--- config.mk ---
export PLATFORM = sky130hd
export DESIGN_NAME = rfi_cell
export DESIGN_NICKNAME = d
export VERILOG_FILES = /design/src/sv/rfi_pkg.sv /design/src/sv/rfi_cell.sv
export SDC_FILE = /design/constraint.sdc
export NUM_CORES = 1
export LEC_CHECK = 0
export BUFFER_PORTS_ARGS = -buffer_cell sky130_fd_sc_hd__buf_4
export CAP_MARGIN = 10
export CORE_MARGIN = 1
export CORE_UTILIZATION = 30
export DETAILED_ROUTE_END_ITERATION = 16
export PLACE_DENSITY_LB_ADDON = 0.15
export SLEW_MARGIN = 40
export SYNTH_ARGS = -nofsm -noshare
export SYNTH_HDL_FRONTEND = slang
export SYNTH_SLANG_ARGS = --single-unit
--- constraint.sdc ---
create_clock -name clk -period 1.2 [get_ports clk]
set_input_delay 0.06 -clock clk [delete_from_list [all_inputs] [get_ports clk]]
set_output_delay 0.06 -clock clk [all_outputs]
set_load 0.01 [all_outputs]
--- src/sv/rfi_pkg.sv ---
// Shared types and constants for the ray frustum intersect block.
// No dependencies.
package rfi_pkg;

    localparam int REG_COUNT = 6;
    localparam int CFG_IDX_W = 3;
    localparam int PLANE_W   = 64;
    localparam int COORD_W   = 32;
    localparam int VEC_W     = 46;
    localparam int NUM_W     = 62;
    localparam int CNT_W     = 6;

    localparam logic signed [COORD_W-1:0] T_MAX = 32'sh7fffffff;
    localparam logic signed [COORD_W-1:0] T_MIN = 32'sh80000000;

    typedef struct packed {
        logic shift;
        logic wr;
    } cell_ctrl_t;

    typedef enum logic [6:0] {
        ST_IDLE = 7'b0000001,
        ST_MUL  = 7'b0000010,
        ST_SUM  = 7'b0000100,
        ST_CHK  = 7'b0001000,
        ST_DIV  = 7'b0010000,
        ST_UPD  = 7'b0100000,
        ST_OUT  = 7'b1000000
    } state_t;

endpackage

--- src/sv/rfi_cell.sv ---
// One plane cell of the rotating plane ring.
// Depends on rfi_pkg.
module rfi_cell (
    input  logic                            clk,
    input  logic                            rst_n,
    input  rfi_pkg::cell_ctrl_t             ctrl,
    input  logic [rfi_pkg::PLANE_W-1:0]     wr_data,
    input  logic [rfi_pkg::PLANE_W-1:0]     from_next,
    output logic [rfi_pkg::PLANE_W-1:0]     plane
);

    logic [rfi_pkg::PLANE_W-1:0] plane_reg;
    logic [rfi_pkg::PLANE_W-1:0] plane_next;

    always_comb
    begin
        priority if (ctrl.wr)
            plane_next = wr_data;
        else if (ctrl.shift)
            plane_next = from_next;
        else
            plane_next = plane_reg;
    end

    always_ff @(posedge clk or negedge rst_n)
    begin
        if (!rst_n)
            plane_reg <= '0;
        else
            plane_reg <= plane_next;
    end

    assign plane = plane_reg;

endmodule

Word-level counts from Yosys, hierarchy flattened
Cells that the tools add are included.

storage, ports and cells
  bits in registers = 64
  bits of input ports = 132
  output and inout bits = 64

cells by class
  reduce and logical (&&, ||, !) cells = 1
  multiplexer cells = 2

operator list
  cell                count
  64-bit 2-to-1 mux   2
  2-bit nonzero test  1

Depth between registers and ports, before layout
  depth after elaboration = 2
  depth in mapped cells = 4
  mapped depth without buffers = 2

Least setup slack after synthesis
OpenSTA, ideal clock, no wires.

  kind = input -> register
  start point = in ctrl[1] in the netlist's numbering
  end point = reg plane_reg, in the netlist plane[10]
  cell stages on the path = 4
  required time = 1.068 ns
  buffers on the path = 2
  arrival time = 0.607 ns
  library setup time = 0.132 ns
  setup slack = 0.461 ns
  cell sequence = buf_6 buf_8 mux2i_1 o21ai_1

between the ends
  cells in the longest elaborated chain, start to end = 1

RTL lines
  what                          line            source
  start: declaration            rfi_cell.sv:6   input rfi_pkg::cell_ctrl_t ctrl,
  2-bit nonzero test (no line)  --
  end signal: assignment        rfi_cell.sv:30  plane_reg <= plane_next;
  end: declaration              rfi_cell.sv:12  logic [rfi_pkg::PLANE_W-1:0] plane_reg;

No other way between the ends.
A chain may end at the register's enable or synchronous reset.

Worst setup path after layout
  start point = reg plane_reg, in the netlist plane[47]
  end point = out plane[47] in the netlist's numbering

RTL lines
  what              line           source
  end: declaration  rfi_cell.sv:9  output logic [rfi_pkg::PLANE_W-1:0] plane

No word-level cell between the ends.

==> impl_metrics.ini <==
[outcome]
status = finished, final reports clean

[timing]
finalMaxSlewViolations = 0
fmax_mhz = 1050
clock_skew_ns = 0
tightest_slew_ns = 0.378
relSlewSlack_pct = 74.8
fin_tns_setup_ns = 0
hold_viol_final = 0
fin_crit_ns = 0.950
setup_violations = 0
rsz0062_at_grt = no
post-route-period-util_pct = 79.1
fin_ws_ns = 0.250

[global_routing]
grt_use_total_pct = 18.6
grtUsageMet3_pct = 4.69
top_usage_layer = met2
overflow = 0
antenna_found_initial = 0
grt_max_degree = 59
grt_pass1_wl_mm = 14.8
grt_pass1_vias = 3142
use_met1_pct = 22.9
use_met2_pct = 32.0

[pwr]
power_density_nw_per_um2 = 1030
total_power_mw = 5.90
leakage_nw = 2.89
vdd_drop_max_mv = 0.649

[floorplan]
die_y_um = 101
dieArea_um2 = 10300
num_rows = 35
die_width_um = 101
num_io_pins = 196
initial_core_util_pct = 31.5
coreArea_um2 = 9420

[drt]
vias = 3111
drt_iter0_markers = 81
antenna_left = 0
wl_per_cell_um = 13.7
drt-total-wl_mm = 9.58
vias_per_cell = 4.43
dr.pass1.iters = 4
drc = 0

[logic_synthesis]
synth_top_area_share_pct = 54.0
synthTopCellsByCount = dfrtp_1 (64), mux2i_1 (64), nand2_1 (64)
synth_ff_type = dfrtp_1
seq_area_frac_synth_pct = 54.0
synth_area_um2 = 2970
ys_top_cells_by_area = dfrtp_1 (54%), mux2i_1 (22%), o21ai_1 (10%)
synthesis.nets = 409
yosys.area.top_type = dfrtp_1
ys_types = 10
synth_area_per_cell_um2 = 10.7
ys_warn_count = 0
synth_seq_cells = 64
synth_cells = 277
synth-edff-count = 0
async_flop_share_pct = 100

[placed_design]
dp_hpwl_mm = 6.07
gp_congestion = 0.690
dpl-instance-area_um2 = 4540
io_buffers = 195
place_ws_ns = 0.307
placed_cells = 586

[finish]
antenna_cells = 0
largest_register_ffs = 64
area_delta_synth_final_pct = 93.4
fin_cells = 702
finalNetCount = 700
drive_gt1_share_pct = 37.5
stdcell_area_um2 = 5740

[worst_setup_path]
crit_path_top_delay_cell = dfrtp_1
max_stage_delay_ns = 0.40
crit_family = flip-flops
start_kind = flop
cp.required_ns = 1.14
crit_buf_inv = 1
critical_path.max_fanout = 2
end_kind = output port
criticalPathCategory = reg -> out
arrival_ns = 0.89
path_cells = buf_4

[worst_hold_path]
hold_class = in -> reg

[clocking]
insertion_delay_ns = 0.32
postCtsSetupBuffers = 0
cts_sinks = 64
cts_tree = built
clk_path_buf_depth = 2
ctsResizeCount = 0
clkTransAtPathRegs_ns = 0.07
h-tree-depth = 3
cts-root-buf = clkbuf_8
cts_buffers = 9

[flow_run]
maxCapViolCount = 0
[logic make-up (layout without fill, tap and decap cells)]
group                  Yosys count  after routing  synth area share, %
buffers and inverters           21            317                 5.49
AOI/OAI and AO/OA               64             64                 10.8
muxes                           64             64                 21.6
DFF                             64             64                 54.0
and+or+nand+nor                 64             64                 8.10
[power breakdown]
part	leakage, nW	internal, mW	switching [mW]	total [mW]
clock network	0.103	1.07	0.819	1.89
registers	0.772	2.36	0.114	2.47
logic	2.01	0.941	0.603	1.54
[cell type report]
| cell class | count | area (um2) |
|---|---|---|
| fillers | 775 | 3680 |
| clock inverters | 3 | 40.0 |
| repair buffers | 301 | 2570 |
| flip-flops and latches | 64 | 1600 |
| clock buffers | 13 | 159 |
| well taps | 129 | 161 |
| multi-input cells | 192 | 1200 |
[repair_timing]
action | 4_1_cts | 5_1_grt
endpoints found under the setup margin | 0 | 0
endpoints found under the hold margin | 117 | 0
hold buffers | 100 | 0
[routing by layer]
metal / vias up / wire [um]
met5: - / 0
met4: 0 / 99
met3: 9 / 787
met2: 139 / 4690
met1: 1435 / 4010
li1: 1528 / -
[layout by cell type, fill, tap and decap left out]
master and count:
o21ai_0 4, bufinv_16 1, dlygate4sd3_1 100, clkbuf_8 11, clkbuf_1 2, dfrtp_1 64
buf_12 5, o21ai_1 60, mux2i_1 64, buf_4 196, nand2_1 64, clkinv_2 2
[final timing paths]
| kind | end | slack (ns) | cells after the start | from |
|---|---|---|---|---|
| min in group asynchronous | plane[46] | 0.22 | 2 | rst_n |
| worst max-delay path | plane[47] | 0.25 | 1 | plane[47] |
| worst max register to register | plane[63] | 0.45 | 2 | plane[63] |
| max in group asynchronous | plane[43] | 0.48 | 3 | rst_n |
| worst min-delay path | plane[15] | 0.01 | 3 | from_next[15] |
| worst min register to register | plane[56] | 0.55 | 2 | plane[56] |
[stage by stage]
step	hold WS [ns]	utilization, %
2_1_floorplan	-0.236	-
3_3_place_gp	0.0132	48.2
3_5_place_dp	0.0148	48.2
4_1_cts	0.000439	60.9
5_1_grt	0.000179	60.9
6_report	0.00966	60.9
No activity file was read; power rests on OpenSTA's default activity.
