## config.mk

```make
export PLATFORM = sky130hd
export DESIGN_NAME = rfi_div
export DESIGN_NICKNAME = d
export VERILOG_FILES = /design/src/sv/rfi_pkg.sv /design/src/sv/rfi_div.sv
export SDC_FILE = /design/constraint.sdc
export NUM_CORES = 1
export LEC_CHECK = 0
export ABC_AREA = 0
export BUFFER_PORTS_ARGS = -buffer_cell sky130_fd_sc_hd__buf_4
export CAP_MARGIN = 20
export CORE_UTILIZATION = 29
export CTS_CLUSTER_SIZE = 14
export DETAILED_ROUTE_END_ITERATION = 16
export PLACE_DENSITY = 0.46
export SYNTH_ARGS = -nofsm -noshare
export SYNTH_HDL_FRONTEND = slang
export SYNTH_SLANG_ARGS = --single-unit
export TNS_END_PERCENT = 100
```

## constraint.sdc

```tcl
create_clock -name clk -period 7.3 [get_ports clk]
set_input_delay 1.46 -clock clk [delete_from_list [all_inputs] [get_ports clk]]
set_output_delay 1.46 -clock clk [all_outputs]
set_load 0.01 [all_outputs]
```

## src/sv/rfi_pkg.sv

```systemverilog
// Shared types and constants for the ray frustum intersect block.
// No dependencies.
package rfi_pkg;

    localparam int REG_COUNT = 6;
    localparam int CFG_IDX_W = 3;
    localparam int PLANE_W   = 64;
    localparam int COORD_W   = 32;
    localparam int VEC_W     = 46;
    localparam int NUM_W     = 62;
    localparam int CNT_W     = 6;

    localparam logic signed [COORD_W-1:0] T_MAX = 32'sh7fffffff;
    localparam logic signed [COORD_W-1:0] T_MIN = 32'sh80000000;

    typedef struct packed {
        logic shift;
        logic wr;
    } cell_ctrl_t;

    typedef enum logic [6:0] {
        ST_IDLE = 7'b0000001,
        ST_MUL  = 7'b0000010,
        ST_SUM  = 7'b0000100,
        ST_CHK  = 7'b0001000,
        ST_DIV  = 7'b0010000,
        ST_UPD  = 7'b0100000,
        ST_OUT  = 7'b1000000
    } state_t;

endpackage

```

## src/sv/rfi_div.sv

```systemverilog
// Restoring unsigned divider, one quotient bit per cycle.
// Depends on rfi_pkg.
module rfi_div (
    input  logic                          clk,
    input  logic                          rst_n,
    input  logic                          start,
    input  logic [rfi_pkg::NUM_W-1:0]     num,
    input  logic [rfi_pkg::VEC_W-1:0]     den,
    output logic [rfi_pkg::NUM_W-1:0]     quot,
    output logic                          done
);

    localparam int NW = rfi_pkg::NUM_W;
    localparam int DW = rfi_pkg::VEC_W;

    logic [NW-1:0]             acc_reg, acc_next;
    logic [DW-1:0]             rem_reg, rem_next;
    logic [DW-1:0]             den_reg;
    logic [rfi_pkg::CNT_W-1:0] cnt_reg, cnt_next;
    logic                      busy_reg, busy_next;
    logic                      done_reg, done_next;
    logic [DW:0]               rem_sh;
    logic [DW:0]               diff;
    logic                      ge;

    always_comb
    begin
        rem_sh    = {rem_reg, acc_reg[NW-1]};
        diff      = rem_sh - {1'b0, den_reg};
        ge        = rem_sh >= {1'b0, den_reg};
        acc_next  = acc_reg;
        rem_next  = rem_reg;
        cnt_next  = cnt_reg;
        busy_next = busy_reg;
        done_next = 1'b0;
        if (start)
        begin
            acc_next  = num;
            rem_next  = '0;
            cnt_next  = rfi_pkg::CNT_W'(NW - 1);
            busy_next = 1'b1;
        end
        else if (busy_reg)
        begin
            acc_next = {acc_reg[NW-2:0], ge};
            rem_next = ge ? diff[DW-1:0] : rem_sh[DW-1:0];
            cnt_next = cnt_reg - 1'b1;
            if (cnt_reg == '0)
            begin
                busy_next = 1'b0;
                done_next = 1'b1;
            end
        end
    end

    always_ff @(posedge clk or negedge rst_n)
    begin
        if (!rst_n)
        begin
            busy_reg <= 1'b0;
            done_reg <= 1'b0;
            cnt_reg  <= '0;
        end
        else
        begin
            busy_reg <= busy_next;
            done_reg <= done_next;
            cnt_reg  <= cnt_next;
        end
    end

    always_ff @(posedge clk)
    begin
        acc_reg <= acc_next;
        rem_reg <= rem_next;
        if (start)
            den_reg <= den;
    end

    assign quot = acc_reg;
    assign done = done_reg;

endmodule

```

Word level (Yosys, flattened, before mapping)
Index checks and enable logic that the tools add are counted.
Storage, ports and cells
  register bits: 162
  input bits: 111
  output and inout bits: 63
Cells by class
  add/subtract/negate cells: 2
  magnitude comparators: 1
  muxes and demuxes: 11
  reductions and logical operators: 2
Operators with widths (count)
  $mux W62: 2
  $ge A47 B46 Y1: 1
  $mux W46: 1
  $sub A46 B46 Y46: 1
  $mux W6: 2
  $logic_not A6 Y1: 1
  $mux W1: 6
  $sub A6 B1 Y6 const B: 1
  $reduce_bool A2 Y1: 1

Longest topological paths before layout
Gate-level depths: netlist (run 1).
  depth after elaboration: 4
  mapped depth: 13
  depth with buffers taken out: 13

Worst setup path after synthesis (run 1)
OpenSTA, ideal clock, no wires.
  kind: input to register
  start: input port start
  end: register acc_reg[0] (netlist: quot[0]), enable pin
  setup time: 0.416 ns
  data arrival time: 3.032 ns
  data required time: 6.884 ns
  slack: 3.852 ns
  cell stages on the path: 3
  path buffers: 1
  cell sequence: clkbuf_1 nor2_1 inv_1
On the way
  cells in the longest elaborated chain, start to end: 1
Ends and longest elaborated chain
  start, declared: line rfi_div.sv:6  | input logic start,
  $reduce_bool A2 Y1 (no source line)
  end signal, assigned: line rfi_div.sv:74  | acc_reg <= acc_next;
  end, declared: line rfi_div.sv:16  | logic [NW-1:0] acc_reg, acc_next;
Every way passes these cells.
A chain may end at the register's enable or synchronous reset.

Worst setup path after layout (run 1)
  start: register den_reg[16]
  end: register rem_reg[25]
On the way
  cells in the longest elaborated chain, start to end: 2
  elaborated cells between the ends (all ways): 3
Ends and longest elaborated chain
  start, declared: line rfi_div.sv:18  | logic [DW-1:0] den_reg;
  start signal, assigned: line rfi_div.sv:77  | den_reg <= den;
  $sub A46 B46 Y46 / $ge A47 B46 Y1 (equally long branches): line rfi_div.sv:29, rfi_div.sv:30
  $mux W46 (*): line rfi_div.sv:46  | rem_next = ge ? diff[DW-1:0] : rem_sh[DW-1:0];
  end signal, assigned: line rfi_div.sv:75  | rem_reg <= rem_next;
  end, declared: line rfi_div.sv:17  | logic [DW-1:0] rem_reg, rem_next;
Every way passes the cells marked *; elsewhere a longest branch is shown, timed or not.

==> impl_metrics.tcl, run 1 <==
set metrics [dict create \
    status "completed" \
    coreArea_um2 31900 \
    hp-start "rem_reg[29]" \
    finalHoldViolCount 0 \
    finalSetupViolations 0 \
    synth_common_cells "108 x edfxtp_1, 75 x nor2_1, 63 x mux2_2, 63 x nand2_1, 62 x inv_1" \
    synth_top_cell_area_share_pct 34.2 \
    start_util_pct 29.8 \
    drt_iter0_markers 344 \
    ys_ff_latch 162 \
    antenna_left 0 \
    dp_cells 1461 \
    tns_ns 0 \
    syn2layout_area_growth_pct 23.5 \
    largest_reg_flops 62 \
    rsz0062_at_grt "false" \
    p_total_mw 3.99 \
    root_buffer "clkbuf_16" \
    die-area_um2 33500 \
    synthesis.instances 899 \
    slew_headroom_pct 41.7 \
    fmax_mhz 277 \
    slew_violations 0 \
    wl_per_cell_um 16.8 \
    dpl.hpwl_um 18200 \
    irDropWorstVdd_mv 0.195 \
    max_cap_violations 0 \
    fin_nets 1205 \
    antenna_found_initial 0 \
    synth_largest_area_cell "edfxtp_1" \
    port-buffer-count 173 \
    dp_worst_setup_slack_ns 3.59 \
    grt_pass1_vias 7550 \
    grtUsageTotal_pct 15.4 \
    synth_edf_count 108 \
    numCtsBuffers 17 \
    via_count 7257 \
    fin_ws_ns 3.69 \
    grt_pass1_wl_um 40200 \
    vias_per_cell 4.86 \
    ys_top_cells_by_area "edfxtp_1 34%, dfxtp_1 9.7%, mux2_2 7.5%, ha_1 6.3%, mux2i_1 3.9%" \
    syn_avg_cell_area_um2 10.6 \
    die_h_um 183 \
    cp-start-kind "flop" \
    n_antenna_cell 0 \
    grt-ovfl-total 0 \
    yosysUniqueCellTypes 78 \
    path_max_fanout 30 \
    post-route-period-util_pct 49.4 \
    worstSkewPairLatency_ns 0.45 \
    hold_ws_ns 0.501 \
    leakage_nw 4.84 \
    grt_max_degree 94 \
    post-synth-top-count-cell "edfxtp_1" \
    clk_pin_slew_ns 0.06 \
    power_density_nw_per_um2 340 \
    postCtsHoldBufs 0 \
    rr_startpoint "den_reg[16]" \
    critPathKind "flop to flop" \
    arrival_ns 3.95 \
    worstPathRequired_ns 7.64 \
    worst_slew_pin_slew_ns 0.874 \
    layout.cells.non_filler 1493 \
    clock-sinks 162 \
    layout-drive-gt1-share_pct 27.6 \
    yosys_warnings 0 \
    wl_um 25100 \
    ys_seq_area_share_pct 46.0 \
    reg2reg_slack_ns 3.69 \
    synth_flop_cell "edfxtp_1" \
    finClkSkew_ns 0.0211 \
    synthesis.nets 1059 \
    fp.dieW_um 183 \
    std_cell_rows 65 \
    firstDrtPassIters 5 \
    postCtsSetupBuffers 0 \
    end_kind "flop" \
    cts_tree "done" \
    ios 174 \
    fill_cells 3337 \
    syn_area_um2 9500 \
    synth-async-reset-ratio_pct 4.94 \
    period_minus_slack_ns 3.61 \
    critPathLaunch "den_reg[16]" \
    post_cts_resize_count 0 \
    clk_path_buf_depth 2 \
    hold_path.class "flop to flop" \
    gp_congestion 0.785 \
    htreeDepth 4 \
    drc_errors 0 \
]
critical path: stages (launching register included):
cell and delay [ns]:
edfxtp_1 0.33, inv_1 0.05, ha_1 0.46, nand4_1 0.26, nor4_2 0.31, inv_1 0.09
a211oi_2 0.19, o211ai_1 0.13, nor2b_4 0.19, o21ai_4 0.49, buf_4 0.59, mux2i_1 0.15
a211oi_1 0.26
layout make-up:
type / count / area [um2] / area share (%)
multi-input cells: 624 / 4670 / 39.8
flip-flops and latches: 162 / 4370 / 37.2
repair buffers: 177 / 1330 / 11.4
clock buffers: 21 / 450 / 3.84
inverters: 63 / 236 / 2.02
well taps: 435 / 544 / 4.64
clock inverters: 11 / 125 / 1.07
report_power, final:
part	switching [mW]	internal (mW)
clock	0.396	0.515
combinational	0.995	0.772
sequential	0.139	1.17
kinds of logic after synthesis:
kind of cell	count (synthesis)	share of synthesized area (%)
fa+ha+maj	49	6.54
buf+inv	113	4.95
xor+xnor	44	4.06
compound gates	207	15.9
mux	101	11.5
simple gates	223	11.1
flops	162	46.0
per-layer routing:
layer	vias up	wire length [um]	GRT usage, %
li1	3617	-	-
met1	3446	11900	19.8
met2	177	11100	23.9
met3	17	1810	5.90
met4	0	233	4.33
met5	-	0	0
through the flow:
step | utilization (%) | cell area, um2
after CTS | 36.8 | 11700
final | 36.8 | 11700
after global placement | 35.0 | 11100
after floorplan | - | 9500
after detailed placement | 35.0 | 11100
after global routing | 36.8 | 11700
path summary, 6_finish.rpt:
path / endpoint / cells after the start
min reg2reg: rem_reg[30] / 2
min in group asynchronous: cnt_reg[0] / 1
max in group asynchronous: busy_reg / 1
min: rem_reg[30] / 2
max reg2reg: rem_reg[25] / 12
max: rem_reg[25] / 12
cells in the final DEF (no fill, tap or decap), drive strengths merged, types with 6 or more instances in the layout:
cell,count
buf,177
o211ai,7
dfrtp,8
xnor2,29
o21a,8
a211oi,41
and3,6
inv,66
a21oi,48
nor2b,9
nand4,17
mux2i,37
ha,48
a21o,21
edfxtp,108
nand2,64
nor3,15
nand3,11
o21ai,26
a31oi,7
dfxtp,46
clkbuf,21
xor2,15
nor2,75
mux2,64
nor4,7
a311oi,7
(Power assumes the default switching activity.)
==> inputs of run 2 (changes only) <==
- clock period: 7.3 -> 3.63 ns (I/O delays scaled with it)
==> run 2 against run 1 <==
Worst setup slack got worse by 3.5 ns. Critical path depth increased by 1. Register-to-register slack got worse by 3.5 ns. Power is 100% higher. Via count shrank 0.56%. Clock power up 110%. Global-route usage rose by 0.31 points. Die area unchanged. Sequential share of layout area is 0.39 points lower. Flip-flop and latch count did not move. Count of clock-buffer cells in the layout stayed put.
==> impl_metrics.tcl, run 2 (same netlist as run 1, synthesis figures left out) <==
set metrics [dict create \
    status "completed" \
    fmax_mhz 292 \
    fin_ws_ns 0.202 \
    worst_slew_pin_slew_ns 0.700 \
    ios 174 \
    cp-start-kind "flop" \
    postCtsHoldBufs 0 \
    grt_max_degree 72 \
    power_density_nw_per_um2 685 \
    syn2layout_area_growth_pct 24.7 \
    hold_ws_ns 0.0906 \
    final_cell_area_um2 11800 \
    clk_path_buf_depth 2 \
    leakage_nw 4.91 \
    drc_errors 0 \
    antenna_found_initial 0 \
    end_kind "flop" \
    worstSkewPairLatency_ns 0.45 \
    fin_util_pct 37.2 \
    layout_commonest_cell "buf_4" \
    vias_per_cell 4.81 \
    critPathLaunch "quot[61]" \
    worstPathRequired_ns 3.98 \
    layout.cells.non_filler 1501 \
    layout-drive-gt1-share_pct 28.3 \
    irDropWorstVdd_mv 0.412 \
    htreeDepth 4 \
    period_minus_slack_ns 3.43 \
    clk_pin_slew_ns 0.06 \
    reg2regPathDepth 13 \
    grtUsageTotal_pct 15.7 \
    die-area_um2 33500 \
    fp.dieW_um 183 \
    p_total_mw 8.11 \
    finClkSkew_ns 0.0132 \
    start_util_pct 29.8 \
    postPlaceCellArea_um2 11200 \
    n_antenna_cell 0 \
    drt_iter0_markers 368 \
    dp_worst_setup_slack_ns 0.220 \
    wl_per_cell_um 16.7 \
    grt_pass1_wl_um 41000 \
    internal_power_mw 5.06 \
    finalHoldViolCount 0 \
    gp_congestion 0.807 \
    fin_nets 1213 \
    reg2reg_slack_ns 0.20 \
    grt-ovfl-total 0 \
    rr_startpoint "quot[61]" \
    grt_pass1_vias 7666 \
    slew_headroom_pct 53.3 \
    post-route-period-util_pct 94.4 \
    rsz0062_at_grt "false" \
    port-buffer-count 173 \
    critPathKind "flop to flop" \
    coreArea_um2 31900 \
    pwr-share-comb_pct 44.2 \
    max_cap_violations 0 \
    swShare_pct 37.7 \
    post_cts_resize_count 0 \
    dpl.hpwl_um 18600 \
    layout.cells.most_common_list "182 x buf_4, 108 x edfxtp_1, 75 x nor2_1, 63 x mux2_2, 63 x nand2_1" \
    arrival_ns 3.78 \
    dp_cells 1469 \
    antenna_left 0 \
    die_h_um 183 \
    finalSetupViolations 0 \
    pwr-share-seq_pct 32.3 \
    via_count 7216 \
    postCtsSetupBuffers 0 \
    clock-sinks 162 \
    std_cell_rows 65 \
    tns_ns 0 \
    firstDrtPassIters 4 \
    switching_power_mw 3.06 \
    slew_violations 0 \
    numCtsBuffers 17 \
    wl_um 25100 \
    clock_power_share_pct 23.5 \
    cts_tree "done" \
    largest_reg_flops 62 \
    reg2reg_to "rem_reg[30]" \
    path_max_fanout 4 \
    hold_path.class "input pin to asynchronous set/reset pin" \
    root_buffer "clkbuf_16" \
]
-- run 2: cell count changes in the layout (fill, tap and decap cells not counted) --
cell,before,now
buf_12,0,2
buf_4,176,182
bufinv_16,2,3
clkbuf_1,3,2
clkbuf_8,1,2
clkinv_1,2,1
clkinv_4,1,4
clkinvlp_4,1,0
inv_6,4,2
-- run 2: cell type report --
type,instances,area (um2)
Fill cell,3281,20000
Clock inverter,11,153
Multi-Input combinational cell,624,4670
Inverter,63,236
Tap cell,435,544
Sequential cell,162,4370
Timing Repair Buffer,185,1420
Clock buffer,21,460
-- run 2: critical path, stage by stage (launching register included) --
cell and delay [ns]:
edfxtp_1 0.42, inv_1 0.08, ha_1 0.16, inv_1 0.05
fa_1 0.42, a211oi_1 0.32, o211ai_1 0.23, a21boi_4 0.27
o31ai_4 0.12, a31oi_4 0.27, nand2_2 0.10, and4_4 0.18
or4_1 0.46, a311oi_1 0.26
-- run 2: power groups by stage --
stage / Clock [mW] / Combinational [mW] / Sequential [mW]
6_report: 1.90 / 3.59 / 2.62
3_5_place_dp: 0 / 3.61 / 2.65
2_1_floorplan: 0 / 2.70 / 2.62
4_1_cts: 1.97 / 3.62 / 2.63
3_3_place_gp: 0 / 3.62 / 2.65
5_1_grt: 2.03 / 4.02 / 2.68
-- run 2: per-layer routing --
| layer | GRT usage, % | vias to the layer above | routed length, um |
|---|---|---|---|
| met5 | 0 | - | 0 |
| li1 | - | 3625 | - |
| met4 | 4.23 | 0 | 255 |
| met2 | 24.6 | 174 | 11100 |
| met3 | 6.16 | 15 | 1970 |
| met1 | 20.1 | 3402 | 11700 |
-- run 2: worst max path at each step --
stage / end / slack [ns] / cells after the start
floorplan: rem_reg[30] / 0.44 / 13
global placement: rem_reg[30] / 0.33 / 13
detailed placement: rem_reg[30] / 0.22 / 13
CTS: rem_reg[30] / 0.21 / 13
global route: rem_reg[30] / 0.04 / 13
finish: rem_reg[30] / 0.20 / 13
